<file path="src/rtl/arc_odometry_pose_tracker_core_assert.svh">
// ----------------------------------------------------------------------------
// arc odometry pose tracker assertion macros
// shared property wrappers, clocked on clock and disabled in reset
// ----------------------------------------------------------------------------
`ifndef ARC_ODOMETRY_POSE_TRACKER_CORE_ASSERT_SVH
`define ARC_ODOMETRY_POSE_TRACKER_CORE_ASSERT_SVH

// same-cycle implication
`define AOPT_ASSERT_IMP(name, ante, cons) \
   name: assert property (@(posedge clock) disable iff (reset) (ante) |-> (cons)) \
      else $error("aopt assertion failed");

// next-cycle implication
`define AOPT_ASSERT_NXT(name, ante, cons) \
   name: assert property (@(posedge clock) disable iff (reset) (ante) |=> (cons)) \
      else $error("aopt assertion failed");

`endif

</file>
<file path="src/rtl/aopt_pkg.sv">
// ----------------------------------------------------------------------------
// aopt_pkg
// shared constants, types and helper functions of the pose tracker
// ----------------------------------------------------------------------------
package aopt_pkg;

   localparam int TRIG_STEPS = 16;
   localparam int DIV_BITS   = 33;
   localparam int ATAN_N     = 24;
   localparam int IDX_W      = $clog2(ATAN_N);
   localparam int CNT_W      = $clog2(DIV_BITS + 1);
   localparam int ADDR_W     = 5;

   localparam logic signed [33:0] CORDIC_K       = 34'sd652032874;
   localparam logic signed [33:0] INV_PI_Q30     = 34'sd341782638;
   localparam logic signed [33:0] TURN_HALF      = 34'sd2147483648;
   localparam logic signed [33:0] TURN_QUARTER   = 34'sd1073741824;
   localparam logic signed [33:0] TURN_QUARTER_N = -34'sd1073741824;

   localparam logic        [15:0] DPC_RST = 16'd1573;
   localparam logic signed [22:0] SO_RST  = 23'sd368640;
   localparam logic signed [22:0] FO_RST  = 23'sd0;
   localparam logic signed [31:0] SX_RST  = -32'sd2359296;
   localparam logic signed [31:0] SY_RST  = -32'sd3932160;

   typedef enum logic [2:0] {
      REG_DPC, REG_SO, REG_FO, REG_SX, REG_SY
   } reg_idx_type;

   typedef enum logic [3:0] {
      MUL_NONE, MUL_DF, MUL_DS, MUL_SINV, MUL_FDS, MUL_SSO, MUL_FDF, MUL_SFO,
      MUL_LYC, MUL_LXS, MUL_LYS, MUL_LXC
   } mul_sel_type;

   typedef enum logic [3:0] {
      TK_NONE, TK_DF, TK_DS, TK_NUM, TK_LX_F, TK_LX_O, TK_LY_F, TK_LY_O,
      TK_G_LOAD, TK_G_X, TK_G_Y
   } take_type;

   typedef enum logic {ANG_DH, ANG_MID} ang_sel_type;

   typedef struct packed {
      logic        [15:0] dpc;
      logic signed [22:0] so;
      logic signed [22:0] fo;
   } cfg_type;

   typedef struct packed {
      logic        ld_x;
      logic        ld_y;
      logic [31:0] value;
   } pos_load_type;

   typedef struct packed {
      logic              load_in;
      mul_sel_type       mul;
      take_type          take;
      logic              set_direct;
      logic              cor_start;
      ang_sel_type       ang_sel;
      logic              cor_step;
      logic [IDX_W-1:0]  iter;
      logic              div_step;
      logic              load_out;
   } dp_cmd_type;

   typedef struct packed {
      logic dh_zero;
   } dp_stat_type;

   function automatic logic [31:0] atan_turn(input logic [IDX_W-1:0] i);
      logic [31:0] r;
      case (i)
         5'd0:    r = 32'd536870912;
         5'd1:    r = 32'd316933405;
         5'd2:    r = 32'd167458907;
         5'd3:    r = 32'd85004756;
         5'd4:    r = 32'd42667331;
         5'd5:    r = 32'd21354465;
         5'd6:    r = 32'd10679838;
         5'd7:    r = 32'd5340245;
         5'd8:    r = 32'd2670163;
         5'd9:    r = 32'd1335086;
         5'd10:   r = 32'd667544;
         5'd11:   r = 32'd333772;
         5'd12:   r = 32'd166886;
         5'd13:   r = 32'd83443;
         5'd14:   r = 32'd41721;
         5'd15:   r = 32'd20860;
         5'd16:   r = 32'd10430;
         5'd17:   r = 32'd5215;
         5'd18:   r = 32'd2607;
         5'd19:   r = 32'd1303;
         5'd20:   r = 32'd651;
         5'd21:   r = 32'd325;
         5'd22:   r = 32'd162;
         5'd23:   r = 32'd81;
         default: r = 32'd0;
      endcase
      return r;
   endfunction

   function automatic logic signed [31:0] sat32(input logic signed [67:0] v);
      logic signed [31:0] r;
      if (v > 68'sd2147483647) begin
         r = 32'sh7fffffff;
      end else if (v < -68'sd2147483648) begin
         r = 32'sh80000000;
      end else begin
         r = v[31:0];
      end
      return r;
   endfunction

endpackage

</file>
<file path="src/rtl/aopt_csr.sv">
// ----------------------------------------------------------------------------
// aopt_csr
// apb register bank: wheel scale, wheel offsets and start position
// ----------------------------------------------------------------------------
module aopt_csr import aopt_pkg::*; (
   input  logic              clock,
   input  logic              reset,
   input  logic              csr_psel,
   input  logic              csr_penable,
   input  logic              csr_pwrite,
   input  logic [ADDR_W-1:0] csr_paddr,
   input  logic [31:0]       csr_pwdata,
   output logic [31:0]       csr_prdata,
   output logic              csr_pready,
   output cfg_type           cfg,
   output pos_load_type      pos_load
);

   logic [15:0]        dpc_ff;
   logic signed [22:0] so_ff;
   logic signed [22:0] fo_ff;
   logic [31:0]        sx_ff;
   logic [31:0]        sy_ff;
   logic               wr;
   reg_idx_type        idx;

   assign csr_pready = 1'b1;
   assign wr  = csr_psel && csr_penable && csr_pwrite;
   assign idx = reg_idx_type'(csr_paddr[ADDR_W-1:2]);

   always_ff @(posedge clock) begin
      if (reset) begin
         dpc_ff <= DPC_RST;
         so_ff  <= SO_RST;
         fo_ff  <= FO_RST;
         sx_ff  <= SX_RST;
         sy_ff  <= SY_RST;
      end else if (wr) begin
         case (idx)
            REG_DPC: dpc_ff <= csr_pwdata[15:0];
            REG_SO:  so_ff  <= csr_pwdata[22:0];
            REG_FO:  fo_ff  <= csr_pwdata[22:0];
            REG_SX:  sx_ff  <= csr_pwdata;
            REG_SY:  sy_ff  <= csr_pwdata;
            default: ;
         endcase
      end
   end

   always_comb begin
      case (idx)
         REG_DPC: csr_prdata = {16'd0, dpc_ff};
         REG_SO:  csr_prdata = {{9{so_ff[22]}}, so_ff};
         REG_FO:  csr_prdata = {{9{fo_ff[22]}}, fo_ff};
         REG_SX:  csr_prdata = sx_ff;
         REG_SY:  csr_prdata = sy_ff;
         default: csr_prdata = 32'd0;
      endcase
   end

   assign cfg.dpc = dpc_ff;
   assign cfg.so  = so_ff;
   assign cfg.fo  = fo_ff;

   assign pos_load.ld_x  = wr && (idx == REG_SX);
   assign pos_load.ld_y  = wr && (idx == REG_SY);
   assign pos_load.value = csr_pwdata;

endmodule

</file>
<file path="config.mk">
export PLATFORM = sky130hd
export DESIGN_NAME = aopt_csr
export DESIGN_NICKNAME = d
export VERILOG_FILES = /design/src/rtl/arc_odometry_pose_tracker_core_assert.svh /design/src/rtl/aopt_pkg.sv /design/src/rtl/aopt_csr.sv
export SDC_FILE = /design/constraint.sdc
export NUM_CORES = 1
export LEC_CHECK = 0
export BUFFER_PORTS_ARGS = -buffer_cell sky130_fd_sc_hd__buf_2
export CAP_MARGIN = 25
export CORE_ASPECT_RATIO = 0.8
export CORE_MARGIN = 10
export CORE_UTILIZATION = 54
export DETAILED_ROUTE_END_ITERATION = 6
export GPL_TIMING_DRIVEN = 0
export PLACE_DENSITY = 0.93
export SLEW_MARGIN = 20
export SYNTH_ARGS = -nofsm -noshare
export SYNTH_HDL_FRONTEND = slang
export SYNTH_SLANG_ARGS = --single-unit
</file>
<file path="constraint.sdc">
create_clock -name clock -period 2.6 [get_ports clock]
set_input_delay 0.26 -clock clock [delete_from_list [all_inputs] [get_ports clock]]
set_output_delay 0.26 -clock clock [all_outputs]
set_load 0.01 [all_outputs]
</file>
==> flow_summary.ini <==
[status]
status = complete, no violations

[synth]
synth_edf_count = 0
synth-compound-area-share = 0.1168
netlist_top_cells_count = 126 x dfxtp_1, 113 x mux2i_1, 98 x nand2b_1
yosysSeqAreaShare = 0.4081
yosys.cell_count.top_type = dfxtp_1
yosysTopAreaCellShare = 0.4081
synth_fa_ha_area_frac = 0
syn_nets = 679
synth-xor-area-share = 0
synth.avg_cell_area_um2 = 9.703
yosys_register_bits = 126
synth-warning-count = 0
ys.flop_type = dfxtp_1
synth_top_family_by_area = multiplexers
muxShareOfSynthArea = 0.2121
syn_inst = 637
synth.area.top_cells = dfxtp_1 41%, mux2i_1 18%, nand2b_1 9.9%
synth_area_mm2 = 0.006181
synth_cell_types = 30
ys_async_sr_fraction = 0
synth-simple-area-share = 0.1775
synth_top_area_cell = dfxtp_1

[finish]
multi_input_area_mm2 = 0.003134
fillers = 807
final_cell_area_mm2 = 0.007770
final_core_util = 0.7052
diodes = 0
seqCellArea_mm2 = 0.002522
area.growth.synth_to_final_pct = 25.71
nNetsFinal = 864
drive_gt1_frac = 0.3225

[die]
dieArea_mm2 = 0.01615
rows = 34
io_pins = 171
fp.coreArea_mm2 = 0.01102
die_x_um = 139.6
start_util = 0.5610
die_h_um = 115.7

[critical_path]
crit_slowest_cell = nor2_2
r2r-end = sx_ff[9]
slowest_delay_ns = 0.45
critPathArrivalTime_ns = 1.95
r2r-start = sx_ff[9]
path_class = input pin to primary output
reg2reg_slack_ns = 1.69
cp_top_family = buffers and inverters
worst_setup_path_end_kind = primary output
cp_common_cell = buf_2
reg2reg_depth = 3
cp.required_ns = 2.34
worst-path-buf-inv = 4
start_kind = input pin
cp_max_fo = 10
crit_chain = buf_2, buf_2, nor2_2, buf_2, a22oi_1, o22ai_1, buf_2

[cts]
htreeDepth = 4
post_cts_buffers = 0
clock-sinks = 126
cts_resized = 0
clock_latency_ns = 0.42
cts_buffer_depth = 2
cts_made_buffers = 17
postCtsHoldBufs = 0
cts-root-buf = clkbuf_16
clkSlewWorstSetupHoldPaths_ns = 0.05
cts_tree = done

[global_route]
antenna_found_initial = 1
grt_max_degree = 17
grt_overflow = 0
grt_pass1_wl_um = 32060
grt_pass1_vias = 5916
track_usage = 0.2512

[pwr]
total_power_mw = 4.756
seq_power_share = 0.411
p_clk_frac = 0.493
p_int_mw = 3.630
p_sw_frac = 0.2368
p_leak_nw = 3.701
vdd_drop_max_uv = 514.9
power.density_mw_per_mm2 = 612.2
power_frac_comb = 0.096
switching_power_mw = 1.127

[sta]
clock_skew_ns = 0
relSlewSlack = 0.5068
max_freq_ghz = 0.4521
worst_pin_slew_ns = 0.7370
rsz0062_at_grt = no
period_minus_slack_ns = 2.212
tns_ns = 0
period_share = 0.8508
slew_violations = 0
setup_viol = 0
hold_viol = 0

[placement]
hpwl_um = 14470
dpl_cell_area_mm2 = 0.007192
gp_congestion = 0.8993
numPortBuffers = 166

[drt]
detail-route-antenna-nets = 0
vias = 5741
dr.pass1.iters = 5
viasPerCell = 5.870
drc = 0
wl_per_cell_um = 21.45
wl_um = 20970
first_iter_violations = 546

[hold_path]
whs_endpoint = sy_ff[26]
min_path_type = input pin to register
hold_depth = 3
hp-start = csr_pwdata[26]

[run]
max-cap-violations = 0
==> logic make-up after synthesis <==
kind of cell,Yosys count
and+or+nand+nor,187
muxes,129
DFF,126
AOI/OAI and AO/OA,109
buffers and inverters,85
other,1
==> per-layer routing <==
layer | global-route usage | wire length (um) | vias up
li1 | - | - | 2568
met1 | 0.3006 | 8075 | 2754
met2 | 0.3979 | 9429 | 359
met3 | 0.1010 | 2831 | 60
met4 | 0.1030 | 637 | 0
met5 | 0 | 0 | -
==> worst register-to-register path: stages (launching register included) <==
cell	delay, ns
dfxtp_1	0.30
nor2b_1	0.14
o21ai_0	0.15
o21ai_0	0.18
==> flip-flops by register name (all words and copies together) (netlist names) <==
signal,cells
sx_ff,32
sy_ff,32
fo_ff,23
so_ff,23
dpc_ff,16
==> how the worst max path moves through the flow <==
stage | start | endpoint | slack (ns) | depth (start not counted)
floorplan | csr_paddr[3] | csr_prdata[0] | 1.06 | 5
global placement | csr_paddr[3] | csr_prdata[10] | 0.50 | 7
detailed placement | csr_paddr[3] | csr_prdata[10] | 0.45 | 7
CTS | csr_paddr[3] | csr_prdata[10] | 0.45 | 7
global route | csr_paddr[3] | csr_prdata[10] | 0.33 | 7
finish | csr_paddr[3] | csr_prdata[10] | 0.39 | 7
==> through the flow <==
| stage | hold WS [ns] | cells | setup WS [ns] |
|---|---|---|---|
| after CTS | 0.1172 | 978 | 0.4487 |
| final | 0.1211 | 978 | 0.3880 |
| after global routing | 0.1416 | 978 | 0.3251 |
| after global placement | 0.4606 | 947 | 0.5038 |
| after detailed placement | 0.4671 | 947 | 0.4520 |
| after floorplan | 0.4153 | 637 | 1.063 |
==> cell usage in the layout (no fill, tap or decap), types with 3 or more instances in the layout <==
master     instances
a221o_1           10
clkbuf_8           4
nor2_1            55
clkinv_2           3
nand3b_1           3
o22ai_1           22
buf_4             36
nand2b_1          98
a22oi_1           38
mux2_2            16
nor2b_1           20
dfxtp_1          126
clkbuf_16         17
nor3b_4            3
buf_2            174
mux2i_1          113
buf_6              8
clkbuf_1          34
o21ai_0           36
==> power by group through the flow <==
stage | sequential [mW] | clock, mW | combinational, mW
after floorplan | 2.00 | 0 | 0.256
after detailed placement | 2.00 | 0 | 0.444
after global routing | 1.96 | 2.42 | 0.482
after CTS | 1.96 | 2.34 | 0.449
final | 1.96 | 2.34 | 0.455
after global placement | 2.00 | 0 | 0.437
==> area by class of cell <==
type                       count  area share
clock buffer                  25     0.06377
inverter                       2   0.0009662
buffer                        83     0.06651
multi-input combinational    426      0.4034
sequential                   126      0.3246
clock inverter                 6     0.01063
tap                          144     0.02319
timing repair buffer         166      0.1069
Note: power is estimated with default switching activity, not from simulation.
