--- config.mk ---
export PLATFORM = sky130hd
export DESIGN_NAME = aopt_ctrl
export DESIGN_NICKNAME = d
export VERILOG_FILES = /design/src/rtl/aopt_pkg.sv /design/src/rtl/aopt_ctrl.sv
export VERILOG_INCLUDE_DIRS = /design/src /design/src/rtl
export SDC_FILE = /design/constraint.sdc
export NUM_CORES = 1
export LEC_CHECK = 0
export BUFFER_PORTS_ARGS = -buffer_cell sky130_fd_sc_hd__buf_4
export CAP_MARGIN = 20
export CORE_ASPECT_RATIO = 0.75
export CORE_UTILIZATION = 36
export CTS_CLUSTER_DIAMETER = 120
export CTS_CLUSTER_SIZE = 14
export DETAILED_ROUTE_END_ITERATION = 10
export SLEW_MARGIN = 30
export SYNTH_ARGS = -nofsm -noshare
export SYNTH_HDL_FRONTEND = slang
export SYNTH_SLANG_ARGS = --single-unit
--- constraint.sdc ---
create_clock -name clock -period 1.6 [get_ports clock]
set_input_delay 0.32 -clock clock [delete_from_list [all_inputs] [get_ports clock]]
set_output_delay 0.32 -clock clock [all_outputs]
set_load 0.01 [all_outputs]
--- src/rtl/arc_odometry_pose_tracker_core_assert.svh ---
// ----------------------------------------------------------------------------
// arc odometry pose tracker assertion macros
// shared property wrappers, clocked on clock and disabled in reset
// ----------------------------------------------------------------------------
`ifndef ARC_ODOMETRY_POSE_TRACKER_CORE_ASSERT_SVH
`define ARC_ODOMETRY_POSE_TRACKER_CORE_ASSERT_SVH

// same-cycle implication
`define AOPT_ASSERT_IMP(name, ante, cons) \
   name: assert property (@(posedge clock) disable iff (reset) (ante) |-> (cons)) \
      else $error("aopt assertion failed");

// next-cycle implication
`define AOPT_ASSERT_NXT(name, ante, cons) \
   name: assert property (@(posedge clock) disable iff (reset) (ante) |=> (cons)) \
      else $error("aopt assertion failed");

`endif

--- src/rtl/aopt_pkg.sv ---
// ----------------------------------------------------------------------------
// aopt_pkg
// shared constants, types and helper functions of the pose tracker
// ----------------------------------------------------------------------------
package aopt_pkg;

   localparam int TRIG_STEPS = 16;
   localparam int DIV_BITS   = 33;
   localparam int ATAN_N     = 24;
   localparam int IDX_W      = $clog2(ATAN_N);
   localparam int CNT_W      = $clog2(DIV_BITS + 1);
   localparam int ADDR_W     = 5;

   localparam logic signed [33:0] CORDIC_K       = 34'sd652032874;
   localparam logic signed [33:0] INV_PI_Q30     = 34'sd341782638;
   localparam logic signed [33:0] TURN_HALF      = 34'sd2147483648;
   localparam logic signed [33:0] TURN_QUARTER   = 34'sd1073741824;
   localparam logic signed [33:0] TURN_QUARTER_N = -34'sd1073741824;

   localparam logic        [15:0] DPC_RST = 16'd1573;
   localparam logic signed [22:0] SO_RST  = 23'sd368640;
   localparam logic signed [22:0] FO_RST  = 23'sd0;
   localparam logic signed [31:0] SX_RST  = -32'sd2359296;
   localparam logic signed [31:0] SY_RST  = -32'sd3932160;

   typedef enum logic [2:0] {
      REG_DPC, REG_SO, REG_FO, REG_SX, REG_SY
   } reg_idx_type;

   typedef enum logic [3:0] {
      MUL_NONE, MUL_DF, MUL_DS, MUL_SINV, MUL_FDS, MUL_SSO, MUL_FDF, MUL_SFO,
      MUL_LYC, MUL_LXS, MUL_LYS, MUL_LXC
   } mul_sel_type;

   typedef enum logic [3:0] {
      TK_NONE, TK_DF, TK_DS, TK_NUM, TK_LX_F, TK_LX_O, TK_LY_F, TK_LY_O,
      TK_G_LOAD, TK_G_X, TK_G_Y
   } take_type;

   typedef enum logic {ANG_DH, ANG_MID} ang_sel_type;

   typedef struct packed {
      logic        [15:0] dpc;
      logic signed [22:0] so;
      logic signed [22:0] fo;
   } cfg_type;

   typedef struct packed {
      logic        ld_x;
      logic        ld_y;
      logic [31:0] value;
   } pos_load_type;

   typedef struct packed {
      logic              load_in;
      mul_sel_type       mul;
      take_type          take;
      logic              set_direct;
      logic              cor_start;
      ang_sel_type       ang_sel;
      logic              cor_step;
      logic [IDX_W-1:0]  iter;
      logic              div_step;
      logic              load_out;
   } dp_cmd_type;

   typedef struct packed {
      logic dh_zero;
   } dp_stat_type;

   function automatic logic [31:0] atan_turn(input logic [IDX_W-1:0] i);
      logic [31:0] r;
      case (i)
         5'd0:    r = 32'd536870912;
         5'd1:    r = 32'd316933405;
         5'd2:    r = 32'd167458907;
         5'd3:    r = 32'd85004756;
         5'd4:    r = 32'd42667331;
         5'd5:    r = 32'd21354465;
         5'd6:    r = 32'd10679838;
         5'd7:    r = 32'd5340245;
         5'd8:    r = 32'd2670163;
         5'd9:    r = 32'd1335086;
         5'd10:   r = 32'd667544;
         5'd11:   r = 32'd333772;
         5'd12:   r = 32'd166886;
         5'd13:   r = 32'd83443;
         5'd14:   r = 32'd41721;
         5'd15:   r = 32'd20860;
         5'd16:   r = 32'd10430;
         5'd17:   r = 32'd5215;
         5'd18:   r = 32'd2607;
         5'd19:   r = 32'd1303;
         5'd20:   r = 32'd651;
         5'd21:   r = 32'd325;
         5'd22:   r = 32'd162;
         5'd23:   r = 32'd81;
         default: r = 32'd0;
      endcase
      return r;
   endfunction

   function automatic logic signed [31:0] sat32(input logic signed [67:0] v);
      logic signed [31:0] r;
      if (v > 68'sd2147483647) begin
         r = 32'sh7fffffff;
      end else if (v < -68'sd2147483648) begin
         r = 32'sh80000000;
      end else begin
         r = v[31:0];
      end
      return r;
   endfunction

endpackage

--- src/rtl/aopt_ctrl.sv ---
// ----------------------------------------------------------------------------
// aopt_ctrl
// sequencer: steps the shared multiplier, cordic and divider per item
// ----------------------------------------------------------------------------
`include "arc_odometry_pose_tracker_core_assert.svh"

module aopt_ctrl import aopt_pkg::*; (
   input  logic        clock,
   input  logic        reset,
   input  logic        req_valid,
   output logic        req_ready,
   output logic        rsp_valid,
   input  logic        rsp_ready,
   input  dp_stat_type stat,
   output dp_cmd_type  cmd
);

   typedef enum logic [4:0] {
      S_IDLE, S_DF, S_DS, S_DSW, S_SEL, S_COR1, S_INV, S_NUM, S_DIV,
      S_LX1, S_LX2, S_LY1, S_LY2, S_LYW, S_COR2,
      S_G1, S_G2, S_G3, S_G4, S_G5, S_DONE
   } state_type;

   state_type        state_ff;
   state_type        state_in;
   logic [CNT_W-1:0] iter_ff;
   logic [CNT_W-1:0] iter_in;
   logic             req_ready_ff;
   logic             rsp_valid_ff;
   logic             out_free;

   assign req_ready = req_ready_ff;
   assign rsp_valid = rsp_valid_ff;
   assign out_free  = !rsp_valid_ff || rsp_ready;

   always_comb begin
      cmd            = '0;
      cmd.mul        = MUL_NONE;
      cmd.take       = TK_NONE;
      cmd.ang_sel    = ANG_DH;
      cmd.iter       = iter_ff[IDX_W-1:0];
      state_in       = state_ff;
      iter_in        = iter_ff;
      case (state_ff)
         S_IDLE: begin
            if (req_valid && req_ready_ff) begin
               cmd.load_in = 1'b1;
               state_in    = S_DF;
            end
         end
         S_DF: begin
            cmd.mul  = MUL_DF;
            state_in = S_DS;
         end
         S_DS: begin
            cmd.mul  = MUL_DS;
            cmd.take = TK_DF;
            state_in = S_DSW;
         end
         S_DSW: begin
            cmd.take = TK_DS;
            state_in = S_SEL;
         end
         S_SEL: begin
            cmd.cor_start = 1'b1;
            iter_in       = '0;
            if (stat.dh_zero) begin
               cmd.set_direct = 1'b1;
               cmd.ang_sel    = ANG_MID;
               state_in       = S_COR2;
            end else begin
               cmd.ang_sel = ANG_DH;
               state_in    = S_COR1;
            end
         end
         S_COR1: begin
            cmd.cor_step = 1'b1;
            iter_in      = iter_ff + 1'b1;
            if (iter_ff == CNT_W'(TRIG_STEPS - 1)) begin
               state_in = S_INV;
            end
         end
         S_INV: begin
            cmd.mul  = MUL_SINV;
            state_in = S_NUM;
         end
         S_NUM: begin
            cmd.take = TK_NUM;
            iter_in  = '0;
            state_in = S_DIV;
         end
         S_DIV: begin
            cmd.div_step = 1'b1;
            iter_in      = iter_ff + 1'b1;
            if (iter_ff == CNT_W'(DIV_BITS - 1)) begin
               state_in = S_LX1;
            end
         end
         S_LX1: begin
            cmd.mul  = MUL_FDS;
            state_in = S_LX2;
         end
         S_LX2: begin
            cmd.mul  = MUL_SSO;
            cmd.take = TK_LX_F;
            state_in = S_LY1;
         end
         S_LY1: begin
            cmd.mul  = MUL_FDF;
            cmd.take = TK_LX_O;
            state_in = S_LY2;
         end
         S_LY2: begin
            cmd.mul  = MUL_SFO;
            cmd.take = TK_LY_F;
            state_in = S_LYW;
         end
         S_LYW: begin
            cmd.take      = TK_LY_O;
            cmd.cor_start = 1'b1;
            cmd.ang_sel   = ANG_MID;
            iter_in       = '0;
            state_in      = S_COR2;
         end
         S_COR2: begin
            cmd.cor_step = 1'b1;
            iter_in      = iter_ff + 1'b1;
            if (iter_ff == CNT_W'(TRIG_STEPS - 1)) begin
               state_in = S_G1;
            end
         end
         S_G1: begin
            cmd.mul  = MUL_LYC;
            state_in = S_G2;
         end
         S_G2: begin
            cmd.mul  = MUL_LXS;
            cmd.take = TK_G_LOAD;
            state_in = S_G3;
         end
         S_G3: begin
            cmd.mul  = MUL_LYS;
            cmd.take = TK_G_X;
            state_in = S_G4;
         end
         S_G4: begin
            cmd.mul  = MUL_LXC;
            cmd.take = TK_G_LOAD;
            state_in = S_G5;
         end
         S_G5: begin
            cmd.take = TK_G_Y;
            state_in = S_DONE;
         end
         S_DONE: begin
            if (out_free) begin
               cmd.load_out = 1'b1;
               state_in     = S_IDLE;
            end
         end
         default: state_in = S_IDLE;
      endcase
   end

   always_ff @(posedge clock) begin
      if (reset) begin
         state_ff     <= S_IDLE;
         iter_ff      <= '0;
         req_ready_ff <= 1'b1;
         rsp_valid_ff <= 1'b0;
      end else begin
         state_ff     <= state_in;
         iter_ff      <= iter_in;
         req_ready_ff <= (state_in == S_IDLE);
         if (cmd.load_out) begin
            rsp_valid_ff <= 1'b1;
         end else if (rsp_ready) begin
            rsp_valid_ff <= 1'b0;
         end
      end
   end

   `AOPT_ASSERT_NXT(a_accept_starts, req_valid && req_ready_ff, state_ff == S_DF)
   `AOPT_ASSERT_IMP(a_ready_only_idle, req_ready_ff, state_ff == S_IDLE)
   `AOPT_ASSERT_IMP(a_cordic_count, state_ff == S_COR1 || state_ff == S_COR2,
                    iter_ff < CNT_W'(TRIG_STEPS))
   `AOPT_ASSERT_IMP(a_no_overwrite, cmd.load_out, !rsp_valid_ff || rsp_ready)

endmodule

==> impl_metrics.xml <==
<?xml version="1.0" encoding="UTF-8"?>
<metrics>
  <group name="run_status">
    <metric name="status" unit="">finished, violations left</metric>
    <metric name="violations" unit="">setup timing</metric>
  </group>
  <group name="worst_setup_path">
    <metric name="crit_path_end" unit="">cmd[0]</metric>
    <metric name="path_delay_family" unit="">simple AND/OR/NAND/NOR gates</metric>
    <metric name="crit_buf_inv" unit="">3</metric>
    <metric name="worstSetupEndpointType" unit="">output port</metric>
    <metric name="setup.worst_path.start" unit="">state_ff[1]</metric>
    <metric name="timing.critical_path.mode_cell" unit="">sky130_fd_sc_hd__buf_4</metric>
    <metric name="crit_path_cell_trace" unit="">buf_6, nor2_2, buf_4, nand4_1, nor2b_1, buf_4</metric>
    <metric name="timing.critical_path.required" unit="ps">1280</metric>
    <metric name="critical_path_peak_fanout" unit="">4</metric>
    <metric name="start_kind" unit="">flip-flop</metric>
    <metric name="regToRegSetupSlack" unit="ps">-210</metric>
    <metric name="setup.worst_path.class" unit="">reg2out</metric>
    <metric name="cp_num_cells" unit="">6</metric>
    <metric name="cp.arrival" unit="ps">1510</metric>
    <metric name="slowest_stage" unit="">sky130_fd_sc_hd__dfxtp_4</metric>
    <metric name="r2r_end" unit="">req_ready</metric>
    <metric name="timing.rr.start" unit="">state_ff[1]</metric>
    <metric name="cp_slowest_stage_delay" unit="ps">370</metric>
    <metric name="worst-r2r-cell-count" unit="">6</metric>
  </group>
  <group name="timing">
    <metric name="finalClockSkew" unit="ps">2.91</metric>
    <metric name="drv_slew" unit="">0</metric>
    <metric name="fin_crit" unit="ps">1830</metric>
    <metric name="fin_worst_hold_slack" unit="ps">329</metric>
    <metric name="finalSetupViolCount" unit="">23</metric>
    <metric name="worst_margin_slew" unit="ps">433</metric>
    <metric name="rsz0062_at_grt" unit="">yes</metric>
    <metric name="period_share" unit="%">114</metric>
    <metric name="total_count_of_hold_check_failures_in_the_final_report" unit="">0</metric>
    <metric name="finalWorstSetupSlack" unit="ps">-225</metric>
    <metric name="slew_headroom" unit="%">70.9</metric>
    <metric name="timing.fmax" unit="MHz">548</metric>
  </group>
  <group name="placed_design">
    <metric name="io_buffers" unit="">26</metric>
    <metric name="dp_hpwl" unit="µm">2950</metric>
    <metric name="pre_cts_slack" unit="ps">-176</metric>
    <metric name="gp_congestion" unit="">0.939</metric>
    <metric name="post_placement_cell_count" unit="">252</metric>
  </group>
  <group name="cells_and_area">
    <metric name="layout_commonest_cell" unit="">sky130_fd_sc_hd__buf_4</metric>
    <metric name="finish.net_count" unit="">239</metric>
    <metric name="final_core_util" unit="%">72.7</metric>
    <metric name="non_filler_cells_in_the_finished_layout" unit="">269</metric>
    <metric name="area_growth" unit="%">85.1</metric>
    <metric name="antenna_cells_inserted" unit="">0</metric>
    <metric name="post_route_cells_drive_above_1_share" unit="%">62.8</metric>
    <metric name="commonest_non_fill_non_tap_cells_in_the_layout" unit="">71 x sky130_fd_sc_hd__buf_4, 10 x sky130_fd_sc_hd__buf_6, 8 x sky130_fd_sc_hd__a21oi_1, 8 x sky130_fd_sc_hd__nor2_1, 8 x sky130_fd_sc_hd__dfxtp_1</metric>
  </group>
  <group name="detailed_routing">
    <metric name="route.detailed.vias_per_inst" unit="">6.03</metric>
    <metric name="avgRoutedWirePerCell" unit="µm">19.6</metric>
    <metric name="drt_pass1_iterations" unit="">4</metric>
    <metric name="wl" unit="µm">5290</metric>
    <metric name="drt_iter0_drc" unit="">108</metric>
    <metric name="drc" unit="">0</metric>
    <metric name="dr_total_vias" unit="">1621</metric>
    <metric name="detail-route-antenna-nets" unit="">0</metric>
  </group>
  <group name="clocking">
    <metric name="maximum_number_of_buffers_from_clock_root_to_sink" unit="">2</metric>
    <metric name="cts_tree" unit="">yes</metric>
    <metric name="clock_insertion_delay_at_the_later_pin_of_the_skew_report" unit="ps">250</metric>
    <metric name="path_clk_slew" unit="ps">60</metric>
    <metric name="htree_num_levels" unit="">1</metric>
    <metric name="number_of_buffers_inserted_during_clock_tree_synthesis" unit="">3</metric>
    <metric name="cts.root.buffer_cell" unit="">sky130_fd_sc_hd__clkbuf_8</metric>
    <metric name="clock_sinks" unit="">13</metric>
    <metric name="post_cts_hold_buffer_count" unit="">0</metric>
  </group>
  <group name="pwr">
    <metric name="finalPower" unit="mW">3.22</metric>
    <metric name="power.density_cell_area" unit="nW/µm²">1450</metric>
    <metric name="ir_worst_vdd" unit="mV">0.685</metric>
    <metric name="power.static_leakage" unit="nW">0.924</metric>
  </group>
  <group name="die">
    <metric name="die_h" unit="µm">52.1</metric>
    <metric name="chipWidth" unit="µm">68.7</metric>
    <metric name="placeable_core_region" unit="µm²">3060</metric>
    <metric name="floorplan.io_pins" unit="">27</metric>
    <metric name="floorplan.initialDensity" unit="%">39.3</metric>
    <metric name="design.die.area" unit="µm²">3580</metric>
    <metric name="rows" unit="">17</metric>
  </group>
  <group name="min_path">
    <metric name="worst_hold_path_type" unit="">in2reg</metric>
  </group>
  <group name="logic_synthesis">
    <metric name="portion_of_the_post_synthesis_area_used_by_sequential_elements" unit="%">21.6</metric>
    <metric name="dominantRegCellSynth" unit="">sky130_fd_sc_hd__dfxtp_1</metric>
    <metric name="synth_cells" unit="">160</metric>
    <metric name="synth_fp_nets" unit="">167</metric>
    <metric name="syn-mean-instance-area" unit="µm²">7.52</metric>
    <metric name="ys.warnings.count" unit="">0</metric>
    <metric name="synth_async_sr_flop_share" unit="%">0</metric>
    <metric name="mapped_area" unit="µm²">1200</metric>
    <metric name="number_of_flops_mapped_to_enable_cells_by_yosys" unit="">0</metric>
    <metric name="netlist-cell-type-count" unit="">52</metric>
    <metric name="post_synthesis_sequential_element_count" unit="">13</metric>
  </group>
  <group name="global_routing">
    <metric name="antenna_found_initial" unit="">0</metric>
    <metric name="grt.total_usage" unit="%">26.9</metric>
    <metric name="grt_pass1_vias" unit="">1468</metric>
    <metric name="grt.overflow.total" unit="">0</metric>
    <metric name="grt_pass1_wl" unit="µm">6950</metric>
    <metric name="grt_max_degree" unit="">14</metric>
  </group>
  <group name="flow_run">
    <metric name="max_cap_viol_count" unit="">0</metric>
  </group>
</metrics>
-- worst reg2reg max path, delay by kind of cell (launching register included) --
| kind | cells | cell delay, ps |
|---|---|---|
| AOI/OAI and AO/OA | 3 | 510 |
| DFF | 1 | 370 |
| and+or+nand+nor | 1 | 510 |
| buffers and inverters | 2 | 300 |
-- through the flow --
step	setup TNS, ps	cell area [µm²]
CTS	-1370	1950
global route	-3820	2230
global placement	-711	1700
finish	-2370	2230
detailed placement	-1240	1700
floorplan	-56.7	1220
-- logic make-up (layout without fill, tap and decap cells) --
family,count (synthesis),in the layout,synth area share (%)
adders and majority gates,2,2,2.08
AOI/OAI and AO/OA,51,51,31.9
xor gates and xnor gates,3,3,2.19
buffers and inverters,28,99,12.4
and+or+nand+nor,63,63,29.8
DFF,13,13,21.6
-- power by group --
part | switching (mW) | internal [mW]
Combinational | 1.16 | 1.27
Clock | 0.130 | 0.177
Sequential | 0.0958 | 0.393
-- metal layers --
layer	track usage (%)	routed length [µm]
met1	34.1	2230
met2	41.8	2450
met3	7.46	324
met4	12.6	276
met5	0	0
-- synth_stat cells (3+ instances only) --
master / count / area, µm²
sky130_fd_sc_hd__a311oi_1: 4 / 35.0
sky130_fd_sc_hd__o22ai_1: 3 / 18.8
sky130_fd_sc_hd__a21oi_1: 11 / 55.1
sky130_fd_sc_hd__nand4_1: 5 / 31.3
sky130_fd_sc_hd__a31oi_1: 6 / 37.5
sky130_fd_sc_hd__dfxtp_1: 13 / 260
sky130_fd_sc_hd__nand3_1: 8 / 40.0
sky130_fd_sc_hd__inv_1: 9 / 33.8
sky130_fd_sc_hd__nand2b_1: 3 / 18.8
sky130_fd_sc_hd__and2_1: 3 / 18.8
sky130_fd_sc_hd__a211oi_1: 3 / 22.5
sky130_fd_sc_hd__buf_4: 8 / 60.1
sky130_fd_sc_hd__o21ai_0: 3 / 15.0
sky130_fd_sc_hd__clkbuf_1: 4 / 15.0
sky130_fd_sc_hd__nor2_1: 13 / 48.8
sky130_fd_sc_hd__buf_2: 5 / 25.0
sky130_fd_sc_hd__nand2_1: 7 / 26.3
sky130_fd_sc_hd__xnor2_1: 3 / 26.3
sky130_fd_sc_hd__nor2b_1: 4 / 25.0
sky130_fd_sc_hd__nor4_1: 3 / 18.8
-- worst min path at each step --
| stage | startpoint | end | slack, ps | cells past startpoint |
|---|---|---|---|---|
| 6_report | reset | state_ff[4] | 330 | 2 |
| 5_1_grt | reset | state_ff[4] | 330 | 2 |
| 4_1_cts | reset | state_ff[3] | 320 | 2 |
| 3_5_place_dp | iter_ff[5] | iter_ff[5] | 520 | 1 |
| 3_3_place_gp | iter_ff[5] | iter_ff[5] | 520 | 1 |
| 2_1_floorplan | reset | req_ready | 450 | 2 |
-- area by class of cell --
| class | instances | area, µm² |
|---|---|---|
| Sequential cell | 13 | 277 |
| Timing Repair Buffer | 86 | 716 |
| Inverter | 9 | 36.3 |
| Multi-Input combinational cell | 119 | 1100 |
| Tap cell | 38 | 47.5 |
| Fill cell | 219 | 837 |
| Clock buffer | 4 | 45.0 |
-- flip-flops by register name (all words and copies together) (netlist names) --
signal and flops:
iter_ff 6, state_ff 5, req_ready 1, rsp_valid 1
-- timing repair --
item                       4_1_cts  5_1_grt
setup endpoints to repair       25       24
setup buffers                    6        7
pin swaps                       12       10
gates resized for setup         44       45
Note: power is estimated with default switching activity, not from simulation.
